File: src/rtl/lbm_pkg.sv
// shared types, constants and helper functions for the d2q9 bgk collision block
// no dependencies; every other file imports this package
`default_nettype none

package lbm_pkg;

  // number format
  localparam int DW = 16;
  localparam int FB = 14;
  localparam int NDIR = 9;

  // internal widths
  localparam int SW  = 2 * DW + 8;   // wide signed work width before saturation
  localparam int SQW = 2 * DW - FB;  // width of a squared velocity after scaling
  localparam int TW  = 2 * DW - FB;  // width of rho * p after scaling
  localparam int MW  = TW + 3;       // magnitude of t times the weight numerator
  localparam int RK  = MW + 6;       // reciprocal shift for the weight divide
  localparam int RCW = RK - 2;       // reciprocal width

  // pipeline depths
  localparam int DIV_LAT  = DW + 2;
  localparam int FEQ_LAT  = 8;
  localparam int PIPE_LAT = 1 + DIV_LAT + FEQ_LAT;

  // configuration port
  localparam int AW = 4;
  localparam int PDW = 32;
  localparam logic [1:0] REG_RELAX     = 2'd0;
  localparam logic [1:0] REG_INLET_RHO = 2'd1;
  localparam logic [1:0] REG_INLET_VEL = 2'd2;

  localparam logic [DW-2:0] RELAX_RST     = (DW-1)'(16384);
  localparam logic [DW-2:0] INLET_RHO_RST = (DW-1)'(16384);
  localparam logic [DW-1:0] INLET_VEL_RST = DW'(1638);

  // cell kinds
  localparam logic [1:0] KIND_FLUID = 2'd0;
  localparam logic [1:0] KIND_SOLID = 2'd1;
  localparam logic [1:0] KIND_INLET = 2'd2;

  // reciprocals for the weight denominators, rounded up
  localparam longint unsigned RECIP9_L  = ((64'd1 << RK) + 64'd8) / 64'd9;
  localparam longint unsigned RECIP36_L = ((64'd1 << RK) + 64'd35) / 64'd36;
  localparam logic [RCW-1:0] RECIP9  = RCW'(RECIP9_L);
  localparam logic [RCW-1:0] RECIP36 = RCW'(RECIP36_L);

  localparam logic signed [SW-1:0] SAT_HI = SW'((64'sd1 <<< (DW - 1)) - 64'sd1);
  localparam logic signed [SW-1:0] SAT_LO = -SAT_HI - SW'(1);
  localparam logic signed [SW-1:0] ONE_W  = SW'(64'sd1 <<< FB);

  typedef logic signed [DW-1:0] dist_t;
  typedef dist_t dist_arr_t [NDIR];

  typedef struct packed {
    dist_t      dist_0;
    dist_t      dist_1;
    dist_t      dist_2;
    dist_t      dist_3;
    dist_t      dist_4;
    dist_t      dist_5;
    dist_t      dist_6;
    dist_t      dist_7;
    dist_t      dist_8;
    logic [1:0] cell_kind;
  } in_item_t;

  typedef struct packed {
    dist_t post_0;
    dist_t post_1;
    dist_t post_2;
    dist_t post_3;
    dist_t post_4;
    dist_t post_5;
    dist_t post_6;
    dist_t post_7;
    dist_t post_8;
    logic  density_fault;
  } out_item_t;

  // moments of one cell plus its control bits
  typedef struct packed {
    dist_t      rho;
    dist_t      jx;
    dist_t      jy;
    logic       fault;
    logic [1:0] kind;
  } mom_t;

  typedef struct packed {
    logic [DW-2:0] relax_rate;
    logic [DW-2:0] inlet_density;
    dist_t         inlet_velocity;
  } cfg_t;

  // lattice directions: rest, +x, +y, -x, -y, +x+y, -x+y, -x-y, +x-y
  function automatic logic signed [1:0] dir_x(input int i);
    unique case (i)
      1, 5, 8: dir_x = 2'sd1;
      3, 6, 7: dir_x = -2'sd1;
      default: dir_x = 2'sd0;
    endcase
  endfunction

  function automatic logic signed [1:0] dir_y(input int i);
    unique case (i)
      2, 5, 6: dir_y = 2'sd1;
      4, 7, 8: dir_y = -2'sd1;
      default: dir_y = 2'sd0;
    endcase
  endfunction

  // rest weight has numerator four, diagonals divide by 36
  function automatic logic is_rest(input int i);
    is_rest = (i == 0);
  endfunction

  function automatic logic is_diag(input int i);
    is_diag = (i >= 5);
  endfunction

  function automatic dist_t sat(input logic signed [SW-1:0] x);
    if (x > SAT_HI) begin
      sat = SAT_HI[DW-1:0];
    end else if (x < SAT_LO) begin
      sat = SAT_LO[DW-1:0];
    end else begin
      sat = x[DW-1:0];
    end
  endfunction

endpackage

`default_nettype wire

File: src/rtl/lbm_moments.sv
// first stage: density and momentum sums of one cell, saturated and registered
// depends on lbm_pkg
`default_nettype none

module lbm_moments
  import lbm_pkg::*;
(
  input  wire logic clk_i,
  input  wire logic en_i,
  input  in_item_t  in_data_i,
  output mom_t      mom_o,
  output dist_arr_t f_o
);

  dist_arr_t               f_in;
  dist_arr_t               f_q;
  mom_t                    mom_q;
  logic signed [SW-1:0]    rsum;
  logic signed [SW-1:0]    jxs;
  logic signed [SW-1:0]    jys;
  dist_t                   rho_s;

  assign f_in[0] = in_data_i.dist_0;
  assign f_in[1] = in_data_i.dist_1;
  assign f_in[2] = in_data_i.dist_2;
  assign f_in[3] = in_data_i.dist_3;
  assign f_in[4] = in_data_i.dist_4;
  assign f_in[5] = in_data_i.dist_5;
  assign f_in[6] = in_data_i.dist_6;
  assign f_in[7] = in_data_i.dist_7;
  assign f_in[8] = in_data_i.dist_8;

  // exact sums over the nine directions
  always_comb begin
    rsum = '0;
    jxs  = '0;
    jys  = '0;
    for (int i = 0; i < NDIR; i++) begin
      rsum = rsum + SW'(f_in[i]);
      if (dir_x(i) == 2'sd1) begin
        jxs = jxs + SW'(f_in[i]);
      end else if (dir_x(i) == -2'sd1) begin
        jxs = jxs - SW'(f_in[i]);
      end
      if (dir_y(i) == 2'sd1) begin
        jys = jys + SW'(f_in[i]);
      end else if (dir_y(i) == -2'sd1) begin
        jys = jys - SW'(f_in[i]);
      end
    end
  end

  assign rho_s = sat(rsum);

  always_ff @(posedge clk_i) begin
    if (en_i) begin
      mom_q.rho   <= rho_s;
      mom_q.jx    <= sat(jxs);
      mom_q.jy    <= sat(jys);
      mom_q.fault <= (rho_s <= 0);
      mom_q.kind  <= in_data_i.cell_kind;
      f_q         <= f_in;
    end
  end

  assign mom_o = mom_q;
  assign f_o   = f_q;

endmodule

`default_nettype wire

File: config.mk
export PLATFORM = sky130hd
export DESIGN_NAME = lbm_moments
export DESIGN_NICKNAME = d
export VERILOG_FILES = /design/src/rtl/lbm_pkg.sv /design/src/rtl/lbm_moments.sv
export SDC_FILE = /design/constraint.sdc
export NUM_CORES = 1
export LEC_CHECK = 0
export BUFFER_PORTS_ARGS = -buffer_cell sky130_fd_sc_hd__buf_2
export CAP_MARGIN = 5
export CORE_ASPECT_RATIO = 1.4
export CORE_UTILIZATION = 45
export CTS_CLUSTER_SIZE = 20
export DETAILED_ROUTE_END_ITERATION = 16
export PLACE_DENSITY = 0.76
export SYNTH_ARGS = -nofsm -noshare
export SYNTH_HDL_FRONTEND = slang
export SYNTH_SLANG_ARGS = --single-unit
export TNS_END_PERCENT = 20
File: constraint.sdc
create_clock -name clk_i -period 13.1 [get_ports clk_i]
set_clock_uncertainty 0.05 [all_clocks]
set_input_delay 3.93 -clock clk_i [delete_from_list [all_inputs] [get_ports clk_i]]
set_output_delay 3.93 -clock clk_i [all_outputs]
set_load 0.02 [all_outputs]
==> flow_summary.ini <==
[outcome]
outcome = finished clean

[synth]
synth_edf_count = 195
synth-seq-area-share = 0.353
synth.most_common_cell = inv_1
avgSynthCellArea_um2 = 11.3
syn_nets = 1931
synth_top_area_frac = 0.353
yosysTopAreaCell = edfxtp_1
yosys_warnings = 0
synth_cell_type_count = 65
synthCells = 1464
synth_area_leaders = edfxtp_1, fa_1, inv_1
syn_area_mm2 = 0.0166
synth_top_flop_cell = edfxtp_1
async_reset_ff_frac = 0
ys_ff_latch = 195
ys_top_cells_by_count = inv_1, fa_1, edfxtp_1

[routing]
dr.pass1.iters = 5
ant_nets = 0
via_per_inst = 5.19
drt-initial-drc-count = 824
wl_per_cell_um = 18.8
drcViolationCount = 0
route.vias.total = 11900
wirelength_um = 43000

[floorplanning]
die_y_um = 229
start_util = 0.460
ios = 343
num_rows = 82
dieArea_mm2 = 0.0376
core_area_mm2 = 0.0360
die_w_um = 164

[clocking]
cts_setup_buffers = 0
clockBufferDepth = 2
cts_sinks = 195
root_buffer = clkbuf_16
cts_tree = yes
clk_pin_slew_worst_paths_ns = 0.07
cts_resized = 0
hold_buffers = 0
htreeDepth = 4
cts_made_buffers = 17

[finish]
num-fill-cells = 3122
post-route-util = 0.538
final_area_mm2 = 0.0194
final_nets = 2277
layout-drive-gt1-share = 0.217
area_delta_synth_final_pct = 16.9

[worst_setup_path]
start_kind = primary input
path_class = in -> reg
required_ns = 13.39
critPathCaptureType = flop
cp_max_fo = 7
arrival_ns = 11.15
max_stage_delay_ns = 0.75
crit_slowest_cell = o31ai_1

[placed_design]
dpl.hpwl_um = 36700
place_area_mm2 = 0.0188
gp_congestion = 0.924
io_buffers = 342

[global_routing]
gr-total-overflow = 0
grt_first_pass_wirelength_um = 66500
grt.busiest_layer = met2
grt_max_degree = 120
grt_pass1_vias = 12400
grt_use_met1 = 0.265
grt_use_met2 = 0.426
antenna_found_initial = 5
groute.usage.overall = 0.239
use_met3 = 0.0371

[timing]
tightest_slew_ns = 1.13
slew_headroom = 0.249
hold_viol_final = 0
fin_crit_sh = 0.829
setup_viol = 0
finalCriticalPeriod_ns = 10.86
final_max_slew_viol_count = 0
finalSetupTns_ns = 0
rsz0062_at_grt = no
holdWs_ns = 3.58
fmax_mhz = 92.0

[run]
drv_cap = 0

[worst_hold_path]
hp-class = in -> reg
cell type report:
type	count	area, µm²	area share
Clock buffer	18	429	0.0221
Sequential cell	195	5860	0.302
Multi-Input combinational cell	899	9330	0.482
Inverter	353	1330	0.0684
Tap cell	462	578	0.0298
Timing Repair Buffer	344	1740	0.0895
Clock inverter	14	120	0.00620
Antenna cell	3	7.51	0.000387
final timing paths:
path                     startpoint   endpoint  slack [ns]  cells past startpoint
worst max-delay path  in_data_i[34]  mom_o[20]        2.24                     29
worst min-delay path   in_data_i[1]   mom_o[1]        3.58                      1
flip-flops by register name (all words and copies together), names as in the netlist:
| register | count |
|---|---|
| f_o | 144 |
| mom_o | 51 |
routing by layer:
metal,up-vias,part of all wire
met3,97,0.048
met5,-,0.00047
met2,414,0.53
li1,5585,-
met1,5772,0.37
met4,4,0.056
per-stage QoR:
| stage | instances | worst slack (ns) |
|---|---|---|
| 2_1_floorplan | 1464 | 3.11 |
| 3_3_place_gp | 2253 | 2.00 |
| 3_5_place_dp | 2253 | 1.83 |
| 4_1_cts | 2285 | 2.30 |
| 5_1_grt | 2288 | 1.74 |
| 6_report | 2288 | 2.24 |
cell usage in the layout, fill, tap and decap left out, types with 7 or more instances in the layout:
cell	count
a211oi_1	16
a21o_1	42
a21oi_1	63
a31oi_1	7
and3_1	7
buf_2	341
clkbuf_16	17
edfxtp_1	195
fa_1	219
ha_1	100
inv_1	353
nand2_1	43
nand2b_1	14
nand3_1	20
nor2_1	55
nor2b_1	16
nor3_1	37
nor4_1	19
o211ai_1	10
o21a_1	27
o21ai_0	39
xnor2_1	45
xor2_1	21
critical path, delay by kind of cell:
kind / cells / cell delay (ns)
compound gates: 13 / 3.88
xor+xnor: 2 / 0.32
simple gates: 3 / 0.46
fa+ha+maj: 6 / 2.21
buf+inv: 5 / 0.36
cells by family after synthesis:
| family | after synthesis | synth area share |
|---|---|---|
| adder cells (fa/ha/maj) | 319 | 0.340 |
| buffers and inverters | 370 | 0.0841 |
| multiplexers | 3 | 0.00181 |
| AO/OA/AOI/OAI | 269 | 0.111 |
| flip-flops | 195 | 0.353 |
| AND/OR/NAND/NOR | 241 | 0.0738 |
| XOR/XNOR | 67 | 0.0365 |
Power is left out: the tool's default activity adds up to more than one toggle a clock period on the data nets, which glitch-free logic cannot reach.
