`src/rtl/lbm_pkg.sv`:
```
// shared types, constants and helper functions for the d2q9 bgk collision block
// no dependencies; every other file imports this package
`default_nettype none

package lbm_pkg;

  // number format
  localparam int DW = 16;
  localparam int FB = 14;
  localparam int NDIR = 9;

  // internal widths
  localparam int SW  = 2 * DW + 8;   // wide signed work width before saturation
  localparam int SQW = 2 * DW - FB;  // width of a squared velocity after scaling
  localparam int TW  = 2 * DW - FB;  // width of rho * p after scaling
  localparam int MW  = TW + 3;       // magnitude of t times the weight numerator
  localparam int RK  = MW + 6;       // reciprocal shift for the weight divide
  localparam int RCW = RK - 2;       // reciprocal width

  // pipeline depths
  localparam int DIV_LAT  = DW + 2;
  localparam int FEQ_LAT  = 8;
  localparam int PIPE_LAT = 1 + DIV_LAT + FEQ_LAT;

  // configuration port
  localparam int AW = 4;
  localparam int PDW = 32;
  localparam logic [1:0] REG_RELAX     = 2'd0;
  localparam logic [1:0] REG_INLET_RHO = 2'd1;
  localparam logic [1:0] REG_INLET_VEL = 2'd2;

  localparam logic [DW-2:0] RELAX_RST     = (DW-1)'(16384);
  localparam logic [DW-2:0] INLET_RHO_RST = (DW-1)'(16384);
  localparam logic [DW-1:0] INLET_VEL_RST = DW'(1638);

  // cell kinds
  localparam logic [1:0] KIND_FLUID = 2'd0;
  localparam logic [1:0] KIND_SOLID = 2'd1;
  localparam logic [1:0] KIND_INLET = 2'd2;

  // reciprocals for the weight denominators, rounded up
  localparam longint unsigned RECIP9_L  = ((64'd1 << RK) + 64'd8) / 64'd9;
  localparam longint unsigned RECIP36_L = ((64'd1 << RK) + 64'd35) / 64'd36;
  localparam logic [RCW-1:0] RECIP9  = RCW'(RECIP9_L);
  localparam logic [RCW-1:0] RECIP36 = RCW'(RECIP36_L);

  localparam logic signed [SW-1:0] SAT_HI = SW'((64'sd1 <<< (DW - 1)) - 64'sd1);
  localparam logic signed [SW-1:0] SAT_LO = -SAT_HI - SW'(1);
  localparam logic signed [SW-1:0] ONE_W  = SW'(64'sd1 <<< FB);

  typedef logic signed [DW-1:0] dist_t;
  typedef dist_t dist_arr_t [NDIR];

  typedef struct packed {
    dist_t      dist_0;
    dist_t      dist_1;
    dist_t      dist_2;
    dist_t      dist_3;
    dist_t      dist_4;
    dist_t      dist_5;
    dist_t      dist_6;
    dist_t      dist_7;
    dist_t      dist_8;
    logic [1:0] cell_kind;
  } in_item_t;

  typedef struct packed {
    dist_t post_0;
    dist_t post_1;
    dist_t post_2;
    dist_t post_3;
    dist_t post_4;
    dist_t post_5;
    dist_t post_6;
    dist_t post_7;
    dist_t post_8;
    logic  density_fault;
  } out_item_t;

  // moments of one cell plus its control bits
  typedef struct packed {
    dist_t      rho;
    dist_t      jx;
    dist_t      jy;
    logic       fault;
    logic [1:0] kind;
  } mom_t;

  typedef struct packed {
    logic [DW-2:0] relax_rate;
    logic [DW-2:0] inlet_density;
    dist_t         inlet_velocity;
  } cfg_t;

  // lattice directions: rest, +x, +y, -x, -y, +x+y, -x+y, -x-y, +x-y
  function automatic logic signed [1:0] dir_x(input int i);
    unique case (i)
      1, 5, 8: dir_x = 2'sd1;
      3, 6, 7: dir_x = -2'sd1;
      default: dir_x = 2'sd0;
    endcase
  endfunction

  function automatic logic signed [1:0] dir_y(input int i);
    unique case (i)
      2, 5, 6: dir_y = 2'sd1;
      4, 7, 8: dir_y = -2'sd1;
      default: dir_y = 2'sd0;
    endcase
  endfunction

  // rest weight has numerator four, diagonals divide by 36
  function automatic logic is_rest(input int i);
    is_rest = (i == 0);
  endfunction

  function automatic logic is_diag(input int i);
    is_diag = (i >= 5);
  endfunction

  function automatic dist_t sat(input logic signed [SW-1:0] x);
    if (x > SAT_HI) begin
      sat = SAT_HI[DW-1:0];
    end else if (x < SAT_LO) begin
      sat = SAT_LO[DW-1:0];
    end else begin
      sat = x[DW-1:0];
    end
  endfunction

endpackage

`default_nettype wire

```
`src/rtl/lbm_apb.sv`:
```
// configuration registers behind an apb-style port
// depends on lbm_pkg
`default_nettype none

module lbm_apb
  import lbm_pkg::*;
(
  input  wire logic           clk_i,
  input  wire logic           rst_ni,
  input  wire logic           psel,
  input  wire logic           penable,
  input  wire logic           pwrite,
  input  wire logic [AW-1:0]  paddr,
  input  wire logic [PDW-1:0] pwdata,
  output logic      [PDW-1:0] prdata,
  output logic                pready,
  output cfg_t                cfg_o
);

  cfg_t       cfg_q;
  logic [1:0] idx;
  logic       wr;

  assign idx    = paddr[3:2];
  assign wr     = psel && penable && pwrite;
  assign pready = 1'b1;
  assign cfg_o  = cfg_q;

  // register writes
  always_ff @(posedge clk_i or negedge rst_ni) begin
    if (!rst_ni) begin
      cfg_q.relax_rate     <= RELAX_RST;
      cfg_q.inlet_density  <= INLET_RHO_RST;
      cfg_q.inlet_velocity <= INLET_VEL_RST;
    end else if (wr) begin
      unique case (idx)
        REG_RELAX:     cfg_q.relax_rate     <= pwdata[DW-2:0];
        REG_INLET_RHO: cfg_q.inlet_density  <= pwdata[DW-2:0];
        REG_INLET_VEL: cfg_q.inlet_velocity <= pwdata[DW-1:0];
        default: ;
      endcase
    end
  end

  // read back
  always_comb begin
    unique case (idx)
      REG_RELAX:     prdata = PDW'(cfg_q.relax_rate);
      REG_INLET_RHO: prdata = PDW'(cfg_q.inlet_density);
      REG_INLET_VEL: prdata = PDW'(cfg_q.inlet_velocity);
      default:       prdata = '0;
    endcase
  end

endmodule

`default_nettype wire

```
`config.mk`:
```
export PLATFORM = sky130hd
export DESIGN_NAME = lbm_apb
export DESIGN_NICKNAME = d
export VERILOG_FILES = /design/src/rtl/lbm_pkg.sv /design/src/rtl/lbm_apb.sv
export SDC_FILE = /design/constraint.sdc
export NUM_CORES = 1
export LEC_CHECK = 0
export BUFFER_PORTS_ARGS = -buffer_cell sky130_fd_sc_hd__buf_2
export CORE_AREA = 5 5 57 110
export DETAILED_ROUTE_END_ITERATION = 10
export DIE_AREA = 0 0 62 115
export PLACE_DENSITY = 0.76
export SKIP_CTS_REPAIR_TIMING = 1
export SYNTH_ARGS = -nofsm -noshare
export SYNTH_HDL_FRONTEND = slang
export SYNTH_SLANG_ARGS = --single-unit
export TNS_END_PERCENT = 5
```
`constraint.sdc`:
```
create_clock -name clk_i -period 3.29 [get_ports clk_i]
set_input_delay 0.329 -clock clk_i [delete_from_list [all_inputs] [get_ports clk_i]]
set_output_delay 0.329 -clock clk_i [all_outputs]
set_load 0.05 [all_outputs]
```
==> qor.csv, run 1 <==
metric,value,unit
die_x,62,µm
ir_worst_vdd,0.604,mV
worstMarginPinSlew,0.996,ns
place_inst,308,
die-area,0.00713,mm²
path_buf_inv,3,
root_buffer,clkbuf_8,
min_period,2.21,ns
wl_per_cell,16.2,µm
grt_first_pass_wirelength,8180,µm
skew,0,ns
cts_max_level,2,
grt_pass1_vias,1707,
clk_latency,0.29,ns
grt_setup_unrepaired,no,
clockBufferDepth,2,
critical-path-slowest-cell,nor2b_1,
dieHeight,115,µm
drc,0,
worstPathArrival,1.88,ns
cts_tree,yes,
dr.pass1.iters,4,
start_kind,input pin,
critical_path_required,2.96,ns
grt-ovfl-total,0,
critPathKind,in -> out,
core_area,0.00533,mm²
rrSetupSlack,2.50,ns
crit_fanout,20,
yosysSeqAreaShare,51.6,%
critPathMaxStageDelay,0.48,ns
io_pins,120,
place.port_buffers,100,
fin_crit_sh,67.1,%
dpl_cell_area,0.00267,mm²
start_util,42.2,%
place_hpwl,3820,µm
timing.rr.start,cfg_o[35]$_DFFE_PN0P_,
setup_viol,0,
slew_violations,0,
status,"complete, no violations",
vias_per_cell,5.10,
finalNetCount,296,
syn_area,0.00225,mm²
wirelength,5120,µm
cp.depth,6,
synth_fp_nets,211,
gp_congestion,0.763,
cts_buffers,5,
path_delay_family,buffers and inverters,
antenna_found_initial,0,
finalNonFillerCells,316,
cpMostUsedCell,buf_2,
r2r_end,cfg_o[35]$_DFFE_PN0P_,
finish.utilization,52.8,%
power.density,865,mW/mm²
cp-end-kind,output pin,
area_growth,25.1,%
ys_ff_latch,46,
largest_reg_flops,46,
power,2430,µW
yosysUniqueCellTypes,18,
num_vias,1612,
avgSynthCellArea,13.2,µm²
p_leak,0.00148,µW
track_usage,15.0,%
ant_nets,0,
num_rows,38,
ys_warn_count,0,
drive_above_1_share,66.0,%
fmax,453,MHz
relSlewSlack,33.6,%
drtIter0Drc,73,
clkTransAtPathRegs,0.09,ns
numClockSinks,46,
finalInstanceArea,0.00281,mm²
cap_violations,0,
syn-instance-count,170,
setup-tns-final,0,ns
hold_viol,0,
diodes,0,
worstPathCellList,buf_2 -> nor2b_1 -> buf_4 -> nand2_1 -> o21ai_0 -> buf_2,
holdCritPathClass,in -> async,
grt_max_degree,47,
r2r_cells,1,
layer usage:
layer / global-route usage [%] / share of wire, % / up-vias
met5: 0 / 0 / -
met4: 4.11 / 1.1 / 0
met3: 3.71 / 11 / 4
met2: 24.2 / 47 / 92
met1: 19.5 / 40 / 774
li1: - / - / 742
logic make-up after synthesis:
kind of cell    share of synthesized area (%)
flops                                    51.6
compound gates                           3.34
buf+inv                                  8.18
simple gates                             5.29
mux                                      31.4
other cells                             0.167
report_power, final:
| part | leakage, µW | switching [µW] | internal [µW] |
|---|---|---|---|
| logic | 0.000860 | 835 | 279 |
| registers | 0.000550 | 98.5 | 714 |
| clock network | 0.0000714 | 183 | 324 |
stage by stage:
step | hold WS, ns | worst slack, ns
floorplan | 0.0334 | 0.999
finish | 0.197 | 1.08
global route | 0.263 | 0.920
global placement | 0.511 | 1.10
detailed placement | 0.519 | 1.09
CTS | 0.224 | 1.06
cell type report:
| type | count | area (µm²) |
|---|---|---|
| clock buffers | 6 | 82.6 |
| clock inverters | 2 | 60.1 |
| fillers | 484 | 2510 |
| multi-input cells | 98 | 903 |
| flip-flops and latches | 46 | 1160 |
| well taps | 60 | 75.1 |
| repair buffers | 104 | 531 |
synth_stat cells, drive strengths merged:
library cell   n  area (µm²)
mux2          46         556
dfrtp         38         951
buf           24         176
mux2i         15         150
nand2         15        56.3
o21ai         15        75.1
dfstp          8         210
clkbuf         2        7.51
and3b          1        8.76
conb           1        3.75
nand3          1        10.0
nor2b          1        6.26
nor3           1        10.0
nor3b          1        18.8
or3b           1        8.76
worst max-delay path by stage:
stage / start / end / slack, ns
6_report: paddr[2] / prdata[13] / 1.08
5_1_grt: paddr[2] / prdata[8] / 0.92
4_1_cts: paddr[2] / prdata[13] / 1.06
3_5_place_dp: paddr[2] / prdata[13] / 1.09
3_3_place_gp: paddr[2] / prdata[13] / 1.10
2_1_floorplan: paddr[3] / prdata[3] / 1.0
layout by cell type, fill, tap and decap left out:
master     netlist  routed
nand2_1         15      15
buf_2            3     100
buf_4           20       4
o21ai_0         15      15
mux2i_1         15      15
conb_1           1       1
nor3_2           1       1
and3b_1          1       1
mux2_4          10      10
dfstp_2          8       8
nor3b_4          1       1
dfrtp_1         38      38
or3b_1           1       1
bufinv_16        0       2
clkbuf_8         0       6
nor2b_1          1       1
nand3_2          1       1
mux2_2          36      36
(Power assumes the default switching activity.)
==> inputs of run 2 (changes only) <==
- clock period: 3.29 -> 2.2 ns (I/O delays scaled with it)
==> run 2 against run 1 <==
Effect of this change:
- clock-buffer cell count fell by 1
- setup slack got worse by 0.51 ns
- combinational power grew 51%
- clock skew did not move
- cell count rose by 2.8%
- via count increased by 1.1%
- critical path depth fell by 3
- utilization rose by 0.33 points
- sequential power rose by 50%
- routed wire length increased by 3.2%
- largest power group unchanged
- highest routed layer unchanged
==> qor.csv, run 2 (synthesis gave the netlist of run 1 again) <==
metric,value,unit,change
cts_tree,yes,,unchanged
path_delay_family,buffers and inverters,,unchanged
critPathKind,in -> out,,unchanged
fmax,613,MHz,
comb_power_share,49.3,%,was 45.8%
clkTransAtPathRegs,0.08,ns,was 0.09 ns
place_ws,0.456,ns,was 1.09 ns
seq_power_share,35.8,%,was 33.4%
r2r_end,cfg_o[3]$_DFFE_PN0P_,,was cfg_o[35]$_DFFE_PN0P_
root_buffer,clkbuf_8,,unchanged
final_cell_mix,"100 x buf_2, 38 x dfrtp_1, 36 x mux2_2",,unchanged
cp-endpoint,prdata[20],,was prdata[13]
num_rows,38,,unchanged
r2r_cells,1,,unchanged
numClockSinks,46,,unchanged
io_pins,120,,unchanged
worstPathArrival,1.41,ns,was 1.88 ns
grt-ovfl-total,0,,unchanged
drive_above_1_share,66.8,%,was 66.0%
finalWorstSetupSlack,0.568,ns,was 1.08 ns
clockBufferDepth,2,,unchanged
setup_viol,0,,unchanged
p_switching,1690,µW,was 1120 µW
p_int,1720,µW,was 1320 µW
cp-end-kind,output pin,,unchanged
dieHeight,115,µm,unchanged
skew,0,ns,unchanged
startpoint,paddr[3],,was paddr[2]
critical_path_required,1.98,ns,was 2.96 ns
switching_share,49.6,%,was 45.9%
track_usage,15.2,%,was 15.0%
wirelength,5280,µm,was 5120 µm
power_frac_clock,15.0,%,was 20.8%
critPathMaxStageDelay,0.47,ns,was 0.48 ns
ir_worst_vdd,0.832,mV,was 0.604 mV
antenna_found_initial,0,,unchanged
place.port_buffers,100,,unchanged
power.density,1200,mW/mm²,was 865 mW/mm²
grt_pass1_vias,1663,,was 1707
fin_crit_sh,74.2,%,
p_leak,0.00150,µW,was 0.00148 µW
vias_per_cell,5.02,,was 5.10
gp_congestion,0.788,,was 0.763
path_buf_inv,2,,was 3
grt_max_degree,22,,was 47
grt_setup_unrepaired,no,,unchanged
min_period,1.63,ns,
die_x,62,µm,unchanged
largest_reg_flops,46,,unchanged
place_hpwl,4090,µm,was 3820 µm
clk_latency,0.28,ns,was 0.29 ns
crit_fanout,17,,was 20
setup-tns-final,0,ns,unchanged
cts_buffers,5,,unchanged
drtIter0Drc,54,,was 73
timing.rr.start,cfg_o[3]$_DFFE_PN0P_,,was cfg_o[35]$_DFFE_PN0P_
finalNetCount,305,,was 296
num_vias,1630,,was 1612
nFillCells,490,,was 484
area_growth,25.9,%,was 25.1%
cpMostUsedCell,buf_2,,unchanged
dr.pass1.iters,4,,unchanged
hold_ws,0.177,ns,was 0.197 ns
cts_max_level,2,,unchanged
start_util,42.2,%,unchanged
start_kind,input pin,,unchanged
holdCritPathClass,in -> reg,,was in -> async
ant_nets,0,,unchanged
diodes,0,,unchanged
grt_first_pass_wirelength,8220,µm,was 8180 µm
rrSetupSlack,1.40,ns,was 2.50 ns
cap_violations,0,,unchanged
final_common_cell,buf_2,,unchanged
worstPathCellList,buf_2 -> and3b_1 -> buf_2,,was buf_2 -> nor2b_1 -> buf_4 -> nand2_1 -> o21ai_0 -> buf_2
slew_violations,0,,unchanged
die-area,0.00713,mm²,unchanged
drc,0,,unchanged
critical-path-slowest-cell,and3b_1,,was nor2b_1
wl_per_cell,16.3,µm,was 16.2 µm
hold_viol,0,,unchanged
core_area,0.00533,mm²,unchanged
status,"complete, no violations",,unchanged
cp.depth,3,,was 6
run 2: cell type report:
type	instances	area (µm²)	area share, %
timing repair buffer	113	601	21.2
tap	60	75.1	2.65
sequential	46	1160	41.0
clock inverter	3	21.3	0.752
multi-input combinational	98	903	31.9
clock buffer	5	68.8	2.43
run 2: power groups by stage:
stage / logic (µW) / clock network, µW / registers, µW
after CTS: 1690 / 532 / 1220
after global routing: 1750 / 575 / 1250
after detailed placement: 1690 / 0 / 1230
final: 1680 / 509 / 1220
after global placement: 1680 / 0 / 1220
after floorplan: 626 / 0 / 1920
run 2: worst min-delay path by stage:
stage | startpoint | end | depth (start not counted) | slack, ns
2_1_floorplan | rst_ni | cfg_o[0]$_DFFE_PN0P_ | 0 | -0.08
3_3_place_gp | rst_ni | cfg_o[18]$_DFFE_PN0P_ | 1 | 0.05
3_5_place_dp | rst_ni | cfg_o[18]$_DFFE_PN0P_ | 1 | 0.05
4_1_cts | rst_ni | cfg_o[20]$_DFFE_PN0P_ | 1 | -0.28
5_1_grt | pwdata[15] | cfg_o[15]$_DFFE_PN0P_ | 2 | 0.17
6_report | pwdata[15] | cfg_o[15]$_DFFE_PN0P_ | 2 | 0.18
run 2: metrics by stage:
| step | power (µW) | instance area (µm²) | instances | util (%) |
|---|---|---|---|---|
| CTS | 3440 | 2820 | 324 | 53.0 |
| floorplan | 2550 | 2250 | 170 | - |
| detailed placement | 2930 | 2730 | 316 | 51.3 |
| finish | 3400 | 2830 | 325 | 53.1 |
| global route | 3580 | 2830 | 325 | 53.1 |
| global placement | 2890 | 2730 | 316 | 51.3 |
run 2: routing by layer:
layer	global-route usage [%]	vias to the layer above	wire [µm]
met5	0	-	0
met4	3.40	0	33
met3	2.58	4	557
met2	25.5	89	2580
met1	19.8	778	2110
li1	-	759	-
