===== src/rtl/lbm_pkg.sv =====
// shared types, constants and helper functions for the d2q9 bgk collision block
// no dependencies; every other file imports this package
`default_nettype none

package lbm_pkg;

  // number format
  localparam int DW = 16;
  localparam int FB = 14;
  localparam int NDIR = 9;

  // internal widths
  localparam int SW  = 2 * DW + 8;   // wide signed work width before saturation
  localparam int SQW = 2 * DW - FB;  // width of a squared velocity after scaling
  localparam int TW  = 2 * DW - FB;  // width of rho * p after scaling
  localparam int MW  = TW + 3;       // magnitude of t times the weight numerator
  localparam int RK  = MW + 6;       // reciprocal shift for the weight divide
  localparam int RCW = RK - 2;       // reciprocal width

  // pipeline depths
  localparam int DIV_LAT  = DW + 2;
  localparam int FEQ_LAT  = 8;
  localparam int PIPE_LAT = 1 + DIV_LAT + FEQ_LAT;

  // configuration port
  localparam int AW = 4;
  localparam int PDW = 32;
  localparam logic [1:0] REG_RELAX     = 2'd0;
  localparam logic [1:0] REG_INLET_RHO = 2'd1;
  localparam logic [1:0] REG_INLET_VEL = 2'd2;

  localparam logic [DW-2:0] RELAX_RST     = (DW-1)'(16384);
  localparam logic [DW-2:0] INLET_RHO_RST = (DW-1)'(16384);
  localparam logic [DW-1:0] INLET_VEL_RST = DW'(1638);

  // cell kinds
  localparam logic [1:0] KIND_FLUID = 2'd0;
  localparam logic [1:0] KIND_SOLID = 2'd1;
  localparam logic [1:0] KIND_INLET = 2'd2;

  // reciprocals for the weight denominators, rounded up
  localparam longint unsigned RECIP9_L  = ((64'd1 << RK) + 64'd8) / 64'd9;
  localparam longint unsigned RECIP36_L = ((64'd1 << RK) + 64'd35) / 64'd36;
  localparam logic [RCW-1:0] RECIP9  = RCW'(RECIP9_L);
  localparam logic [RCW-1:0] RECIP36 = RCW'(RECIP36_L);

  localparam logic signed [SW-1:0] SAT_HI = SW'((64'sd1 <<< (DW - 1)) - 64'sd1);
  localparam logic signed [SW-1:0] SAT_LO = -SAT_HI - SW'(1);
  localparam logic signed [SW-1:0] ONE_W  = SW'(64'sd1 <<< FB);

  typedef logic signed [DW-1:0] dist_t;
  typedef dist_t dist_arr_t [NDIR];

  typedef struct packed {
    dist_t      dist_0;
    dist_t      dist_1;
    dist_t      dist_2;
    dist_t      dist_3;
    dist_t      dist_4;
    dist_t      dist_5;
    dist_t      dist_6;
    dist_t      dist_7;
    dist_t      dist_8;
    logic [1:0] cell_kind;
  } in_item_t;

  typedef struct packed {
    dist_t post_0;
    dist_t post_1;
    dist_t post_2;
    dist_t post_3;
    dist_t post_4;
    dist_t post_5;
    dist_t post_6;
    dist_t post_7;
    dist_t post_8;
    logic  density_fault;
  } out_item_t;

  // moments of one cell plus its control bits
  typedef struct packed {
    dist_t      rho;
    dist_t      jx;
    dist_t      jy;
    logic       fault;
    logic [1:0] kind;
  } mom_t;

  typedef struct packed {
    logic [DW-2:0] relax_rate;
    logic [DW-2:0] inlet_density;
    dist_t         inlet_velocity;
  } cfg_t;

  // lattice directions: rest, +x, +y, -x, -y, +x+y, -x+y, -x-y, +x-y
  function automatic logic signed [1:0] dir_x(input int i);
    unique case (i)
      1, 5, 8: dir_x = 2'sd1;
      3, 6, 7: dir_x = -2'sd1;
      default: dir_x = 2'sd0;
    endcase
  endfunction

  function automatic logic signed [1:0] dir_y(input int i);
    unique case (i)
      2, 5, 6: dir_y = 2'sd1;
      4, 7, 8: dir_y = -2'sd1;
      default: dir_y = 2'sd0;
    endcase
  endfunction

  // rest weight has numerator four, diagonals divide by 36
  function automatic logic is_rest(input int i);
    is_rest = (i == 0);
  endfunction

  function automatic logic is_diag(input int i);
    is_diag = (i >= 5);
  endfunction

  function automatic dist_t sat(input logic signed [SW-1:0] x);
    if (x > SAT_HI) begin
      sat = SAT_HI[DW-1:0];
    end else if (x < SAT_LO) begin
      sat = SAT_LO[DW-1:0];
    end else begin
      sat = x[DW-1:0];
    end
  endfunction

endpackage

`default_nettype wire


===== src/rtl/lbm_div.sv =====
// pipelined restoring divider: sat(num * 2^FB / den), truncated toward zero
// one quotient bit per stage; depends on lbm_pkg
`default_nettype none

module lbm_div
  import lbm_pkg::*;
(
  input  wire logic clk_i,
  input  wire logic en_i,
  input  dist_t     num_i,
  input  dist_t     den_i,
  output dist_t     quo_o
);

  localparam int NW = DW + FB;

  logic [DW-1:0] mag;
  logic [NW-1:0] nval;
  logic          ovf;

  logic [DW-2:0] rem_q [DW+1];
  logic [DW-1:0] low_q [DW+1];
  logic [DW-1:0] q_q   [DW+1];
  logic [DW-2:0] d_q   [DW+1];
  logic          neg_q [DW+1];
  logic          ovf_q [DW+1];
  dist_t         quo_q;

  // magnitude of the scaled dividend and the early overflow test
  assign mag  = num_i[DW-1] ? (~num_i + DW'(1)) : num_i;
  assign nval = {mag, {FB{1'b0}}};
  assign ovf  = (NW + DW)'(nval) >= (NW + DW)'({den_i[DW-2:0], {DW{1'b0}}});

  always_ff @(posedge clk_i) begin
    if (en_i) begin
      rem_q[0] <= (DW-1)'(nval[NW-1:DW]);
      low_q[0] <= nval[DW-1:0];
      q_q[0]   <= '0;
      d_q[0]   <= den_i[DW-2:0];
      neg_q[0] <= num_i[DW-1];
      ovf_q[0] <= ovf;
    end
  end

  // one quotient bit per stage
  for (genvar k = 1; k <= DW; k++) begin : g_step
    logic [DW-1:0] tr;
    logic          ge;
    assign tr = {rem_q[k-1], low_q[k-1][DW-1]};
    assign ge = tr >= {1'b0, d_q[k-1]};
    always_ff @(posedge clk_i) begin
      if (en_i) begin
        rem_q[k] <= ge ? (DW-1)'(tr - {1'b0, d_q[k-1]}) : tr[DW-2:0];
        low_q[k] <= {low_q[k-1][DW-2:0], 1'b0};
        q_q[k]   <= {q_q[k-1][DW-2:0], ge};
        d_q[k]   <= d_q[k-1];
        neg_q[k] <= neg_q[k-1];
        ovf_q[k] <= ovf_q[k-1];
      end
    end
  end

  // sign and saturation
  always_ff @(posedge clk_i) begin
    if (en_i) begin
      if (neg_q[DW]) begin
        if (ovf_q[DW] || (q_q[DW] > {1'b1, {(DW-1){1'b0}}})) begin
          quo_q <= SAT_LO[DW-1:0];
        end else begin
          quo_q <= ~q_q[DW] + DW'(1);
        end
      end else begin
        if (ovf_q[DW] || q_q[DW][DW-1]) begin
          quo_q <= SAT_HI[DW-1:0];
        end else begin
          quo_q <= q_q[DW];
        end
      end
    end
  end

  assign quo_o = quo_q;

endmodule

`default_nettype wire


===== config.mk =====
export PLATFORM = sky130hd
export DESIGN_NAME = lbm_div
export DESIGN_NICKNAME = d
export VERILOG_FILES = /design/src/rtl/lbm_pkg.sv /design/src/rtl/lbm_div.sv
export SDC_FILE = /design/constraint.sdc
export NUM_CORES = 1
export LEC_CHECK = 0
export BUFFER_PORTS_ARGS = -buffer_cell sky130_fd_sc_hd__buf_2
export CAP_MARGIN = 40
export CORE_AREA = 10 10 291 293
export DETAILED_ROUTE_END_ITERATION = 6
export DIE_AREA = 0 0 301 303
export PLACE_DENSITY = 0.71
export SYNTH_ARGS = -nofsm -noshare
export SYNTH_HDL_FRONTEND = slang
export SYNTH_SLANG_ARGS = --single-unit

===== constraint.sdc =====
create_clock -name clk_i -period 9.1 [get_ports clk_i]
set_clock_uncertainty 0.1 [all_clocks]
set_input_delay 0 -clock clk_i [delete_from_list [all_inputs] [get_ports clk_i]]
set_output_delay 0 -clock clk_i [all_outputs]
set_load 0.05 [all_outputs]

==> impl_metrics.toml, run 1 <==
[floorplanning]
die_x_um = 301
die_area_mm2 = 0.0912
core_region_area_mm2 = 0.0786
start_util_pct = 44.8
num_rows = 103
die_y_um = 303
ios = 50

[drt]
vias = 22000
first_pass_iters = 6
avgViaCountPerCell = 5.34
avgRoutedWirePerCell_um = 15.9
routed_wl_um = 65400
drt-initial-drc-count = 1364
drc = 0
final_antenna_net_count = 0

[finish]
nets = 3316
syn2layout_area_growth_pct = 12.3
fill_cells = 6689
instances_no_fill = 4114
antenna_cells = 0
drive_gt1_share_pct = 9.82

[grt]
antenna_found_initial = 0
grt_pass1_wl_um = 107000
grt_max_degree = 211
grtUsageTotal_pct = 14.3
grt-ovfl-total = 0
grt_pass1_vias = 21800

[clock_network]
numCtsBuffers = 68
cts-htree-levels = 3
clock_latency_ns = 0.61
cts_buffer_depth = 3
path_clk_slew_ns = 0.06
tritoncts = "yes"
clock_sinks = 668
cts_root_buf = "clkbuf_16"

[logic_synthesis]
ys_ff_latch = 668
synth_area_mm2 = 0.0352
synthDistinctLibCells = 79
synth_ff_type = "edfxtp_1"
synth_edf_count = 668
async_reset_ff_share_pct = 0
avgSynthCellArea_um2 = 12.3
yosys.area.top_type = "edfxtp_1"
synth_cells = 2861
synthTopCellsByArea = "edfxtp_1 (57%), ha_1 (9.1%), mux2_2 (3.5%), inv_1 (3.4%), a21oi_1 (3.0%)"
ys_top_cells_by_count = "edfxtp_1 (668), inv_1 (316), ha_1 (255), a21oi_1 (210), nor2_1 (187)"
ys_seq_area_share_pct = 57.0
yosys_warnings = 0
yosysMostFrequentCell = "edfxtp_1"
syn-num-nets = 3165
netlist.area_leader.share_pct = 57.0

[placed_design]
io_buffers = 48
dp_cells = 3938
hpwl_um = 46000
gp_congestion = 0.893

[status]
status = "completed"

[timing]
hold_viol = 0
setup_tns_ns = 0
fin_crit_sh_pct = 40.5
rsz0062_at_grt = "no"
tightestPinTransition_ns = 1.16
period_minus_slack_ns = 3.68
timing.fmax_mhz = 272
drv_slew = 0
finalSetupViolCount = 0
max_slew_margin_pct = 22.3

[setup_path]
endpoint_kind = "flop"
critical_path_class = "reg -> reg"
required_ns = 9.35
rrSetupSlack_ns = 5.42
cp_max_fo = 16
arrival_ns = 3.94
cp-start-kind = "flop"

[hold_path]
hp-class = "in -> reg"

[power_and_ir_drop]
fin_total_pwr_mw = 12.7
powerDensity_mw_per_mm2 = 320
power_leakage_nw = 15.6
ir_worst_vdd_mv = 0.177

[flow_run]
maxCapViolCount = 0
-- kinds of logic after synthesis --
logic type / after synthesis / synth area share [%]
compound gates: 704 / 12.9
flops: 668 / 57.0
simple gates: 566 / 7.93
buf+inv: 356 / 3.95
fa+ha+maj: 270 / 9.91
xor+xnor: 159 / 3.95
mux: 138 / 4.37
-- power breakdown --
group | total (mW) | switching, mW | leakage [nW] | internal [mW]
combinational | 5.09 | 2.74 | 8.05 | 2.35
sequential | 4.77 | 0.362 | 6.52 | 4.41
clock | 2.80 | 1.15 | 1.07 | 1.65
-- metrics by stage --
step	area, µm²	hold slack [ns]	utilization (%)	setup WS [ns]
after CTS	39500	0.00122	50.3	5.34
final	39500	0.0372	50.3	5.42
after global routing	39500	0.0216	50.3	5.23
after detailed placement	36800	0.0942	46.8	5.23
after floorplan	35200	-0.00113	-	6.04
after global placement	36700	0.0928	46.7	5.23
-- worst paths after layout --
path                                    start  cells past startpoint             to
worst max register to register  rem_q[0][136]                      8  rem_q[0][152]
worst max-delay path            rem_q[0][136]                      8  rem_q[0][152]
worst min-delay path                 den_i[1]                      2      d_q[0][1]
worst min register to register    neg_q[0][5]                      0    neg_q[0][6]
-- state kept, by name (all words and copies together), names as in the netlist --
signal,count
neg_q,17
q_q,136
low_q,3
quo_o,16
rem_q,239
ovf_q,17
d_q,240
-- placed cells by master, fill, tap and decap left out, drive strengths merged, types with 19 or more instances in the layout --
master / count
nand3: 28
mux2: 126
xor2: 60
dlygate4sd3: 53
clkbuf: 91
nand2b: 32
or3: 20
buf: 66
edfxtp: 668
nor2b: 44
o21a: 58
nor2: 187
xnor2: 99
nor3: 51
a211oi: 29
inv: 321
and3: 19
a21o: 57
a31oi: 19
clkinv: 19
o31ai: 28
nand2: 114
ha: 255
a21oi: 210
o21ai: 161
-- critical path: stages (launching register included) --
cell	delay, ns
edfxtp_1	0.40
ha_1	0.39
nor2b_1	0.18
o31a_1	0.28
or3_1	0.43
a41oi_1	0.39
o31ai_1	0.19
a41oi_4	0.66
mux2_2	0.41
-- cell type report --
cell class                      instances  area [µm²]  share of cell area, %
Inverter                              317        1190                   3.01
Timing Repair Buffer                  120         971                   2.46
Tap cell                             1050        1310                   3.32
Clock inverter                         32         380                  0.962
Clock buffer                           90        1830                   4.62
Sequential cell                       668       20100                   50.7
Multi-Input combinational cell       1837       13800                   34.9
-- per-layer routing --
layer | global-route usage, % | vias up | wire length [µm]
met5 | 0 | - | 0
met4 | 5.34 | 0 | 2020
met3 | 2.19 | 145 | 2270
met2 | 27.0 | 411 | 34800
met1 | 15.9 | 10500 | 26400
li1 | - | 10900 | -
-- timing repair --
action | in CTS | in global routing
buffers inserted | 0 | 0
hold buffers | 53 | 0
gates resized for setup | 0 | 0
hold endpoints to repair | 126 | 0
Power figures use the tool's default switching activity.
==> inputs of run 2 (changes only) <==
==> constraint.sdc (replaced) <==
create_clock -name clk_i -period 3.4 [get_ports clk_i]
set_clock_uncertainty 0.1 [all_clocks]
set_input_delay 0 -clock clk_i [delete_from_list [all_inputs] [get_ports clk_i]]
set_output_delay 0 -clock clk_i [all_outputs]
set_load 0.05 [all_outputs]
==> impl_metrics.toml, run 2 (same netlist as run 1, synthesis figures left out) <==
[status]
status = "completed"

[setup_path]
cp-start-kind = "input pin"
arrival_ns = 3.58
cp_max_fo = 3
crit_start = "num_i[3]"
reg2reg_depth = 9
required_ns = 3.64
r2r_start = "rem_q[0][136]"
endpoint_kind = "flop"
critical_path_class = "in -> reg"
endpoint = "ovf_q[0][0]"
path_delay_family = "buffers and inverters"
crit_chain = "dlygate4sd3_1, buf_2, or3_1, or3_1, nor2_2, buf_4, nand3_1, o21ai_1, dlygate4sd3_1, xnor2_2, ha_2, o21ai_0, a221o_1, a31oi_1"
path_depth = 14
rrSetupSlack_ns = 0.17
cpPeakStageDelay_ns = 0.62
crit_slowest_cell = "dlygate4sd3_1"
rr_endpoint = "rem_q[0][161]"
cp_num_buf_inv = 4

[clock_network]
clock_sinks = 668
cts_root_buf = "clkbuf_16"
clock_latency_ns = 0.61
cts_buffer_depth = 3
cts-htree-levels = 3
tritoncts = "yes"
path_clk_slew_ns = 0.06
numCtsBuffers = 71

[placed_design]
hpwl_um = 48500
io_buffers = 48
gp_congestion = 0.866
dp_cells = 3971

[grt]
antenna_found_initial = 0
grtUsageTotal_pct = 14.7
grt_max_degree = 87
grt_pass1_vias = 21500
grt_pass1_wl_um = 110000
grt-ovfl-total = 0

[finish]
fill_cells = 6758
drive_gt1_share_pct = 11.4
instances_no_fill = 4145
antenna_cells = 0
top_register = "d_q"
final-seq-area_mm2 = 0.0201
layout_commonest_cell = "edfxtp_1"
top_regs = "d_q x240, rem_q x239, q_q x136"
syn2layout_area_growth_pct = 13.1
multi_input_area_mm2 = 0.0138
largest_reg_flops = 240
nets = 3347
layout_common_cells = "edfxtp_1 (668), inv_1 (316), ha_1 (254)"

[drt]
vias = 22100
drc = 0
routed_wl_um = 67700
first_pass_iters = 5
drt-initial-drc-count = 1513
avgViaCountPerCell = 5.34
final_antenna_net_count = 0
avgRoutedWirePerCell_um = 16.3

[timing]
timing.fmax_mhz = 299
drv_slew = 0
max_slew_margin_pct = 42.6
period_minus_slack_ns = 3.34
tightestPinTransition_ns = 0.858
hold_viol = 0
finalSetupViolCount = 0
fin_crit_sh_pct = 98.2
holdWs_ns = 0.0470

[hold_path]
hp-class = "in -> reg"

[floorplanning]
start_util_pct = 44.8
die_x_um = 301
die_area_mm2 = 0.0912
ios = 50
num_rows = 103
core_region_area_mm2 = 0.0786
die_y_um = 303

[power_and_ir_drop]
powerDensity_mw_per_mm2 = 853
ir_worst_vdd_mv = 0.510
power_leakage_nw = 15.8

[flow_run]
maxCapViolCount = 0
run 2: worst min-delay path by stage:
stage          startpoint    endpoint  slack (ns)  cells past startpoint
3_3_place_gp     den_i[6]   d_q[0][6]        0.09                      1
6_report        den_i[12]  d_q[0][12]        0.05                      2
5_1_grt         den_i[12]  d_q[0][12]        0.03                      2
4_1_cts         den_i[12]  d_q[0][12]      0.0009                      2
3_5_place_dp     den_i[6]   d_q[0][6]        0.09                      1
2_1_floorplan    den_i[0]   d_q[0][0]      -0.001                      0
run 2: timing repair:
item                       in CTS  in global routing
gates resized for setup         0                 11
hold buffers                   49                  0
hold endpoints to repair       99                  0
setup endpoints to repair       0                  2
setup buffers                   0                  0
run 2: final cells by class:
type / count / area share [%]
flip-flops and latches: 668 / 50.3
multi-input cells: 1837 / 34.7
inverters: 317 / 2.99
well taps: 1050 / 3.30
clock buffers: 80 / 4.60
repair buffers: 148 / 3.23
clock inverters: 45 / 0.816
run 2: power breakdown:
part / switching [mW] / total [mW] / internal (mW) / leakage [nW]
clock network: 3.12 / 7.24 / 4.11 / 1.06
registers: 1.05 / 12.9 / 11.8 / 6.52
logic: 7.37 / 13.9 / 6.52 / 8.24
run 2: worst reg2reg max path: stages, from the launching register on:
cell and delay (ns):
edfxtp_1 0.40, ha_1 0.38, nor2b_1 0.17, o31a_1 0.27, or3_1 0.38, a41oi_1 0.32, o31ai_1 0.15, a41oi_4 0.26
buf_12 0.19, mux2_1 0.34
run 2: routing by layer:
metal  up-vias  wire [µm]  global-route usage, %
li1      11000          -                      -
met1     10500      29800                   18.7
met2       518      32900                   25.3
met3       119       2960                   2.40
met4         0       2010                   4.93
met5         -          0                      0
run 2: stage by stage:
step / setup TNS (ns) / util, % / cell area, µm² / worst slack (ns) / power, mW
5_1_grt: -0.0533 / 50.7 / 39800 / -0.0533 / 36.3
2_1_floorplan: 0 / - / 35200 / 0.336 / 23.2
6_report: 0 / 50.7 / 39800 / 0.0602 / 34.0
3_5_place_dp: -0.0140 / 47.3 / 37200 / -0.0140 / 26.7
3_3_place_gp: 0 / 47.3 / 37200 / 0.0443 / 26.4
4_1_cts: 0 / 50.6 / 39800 / 0.0606 / 34.1
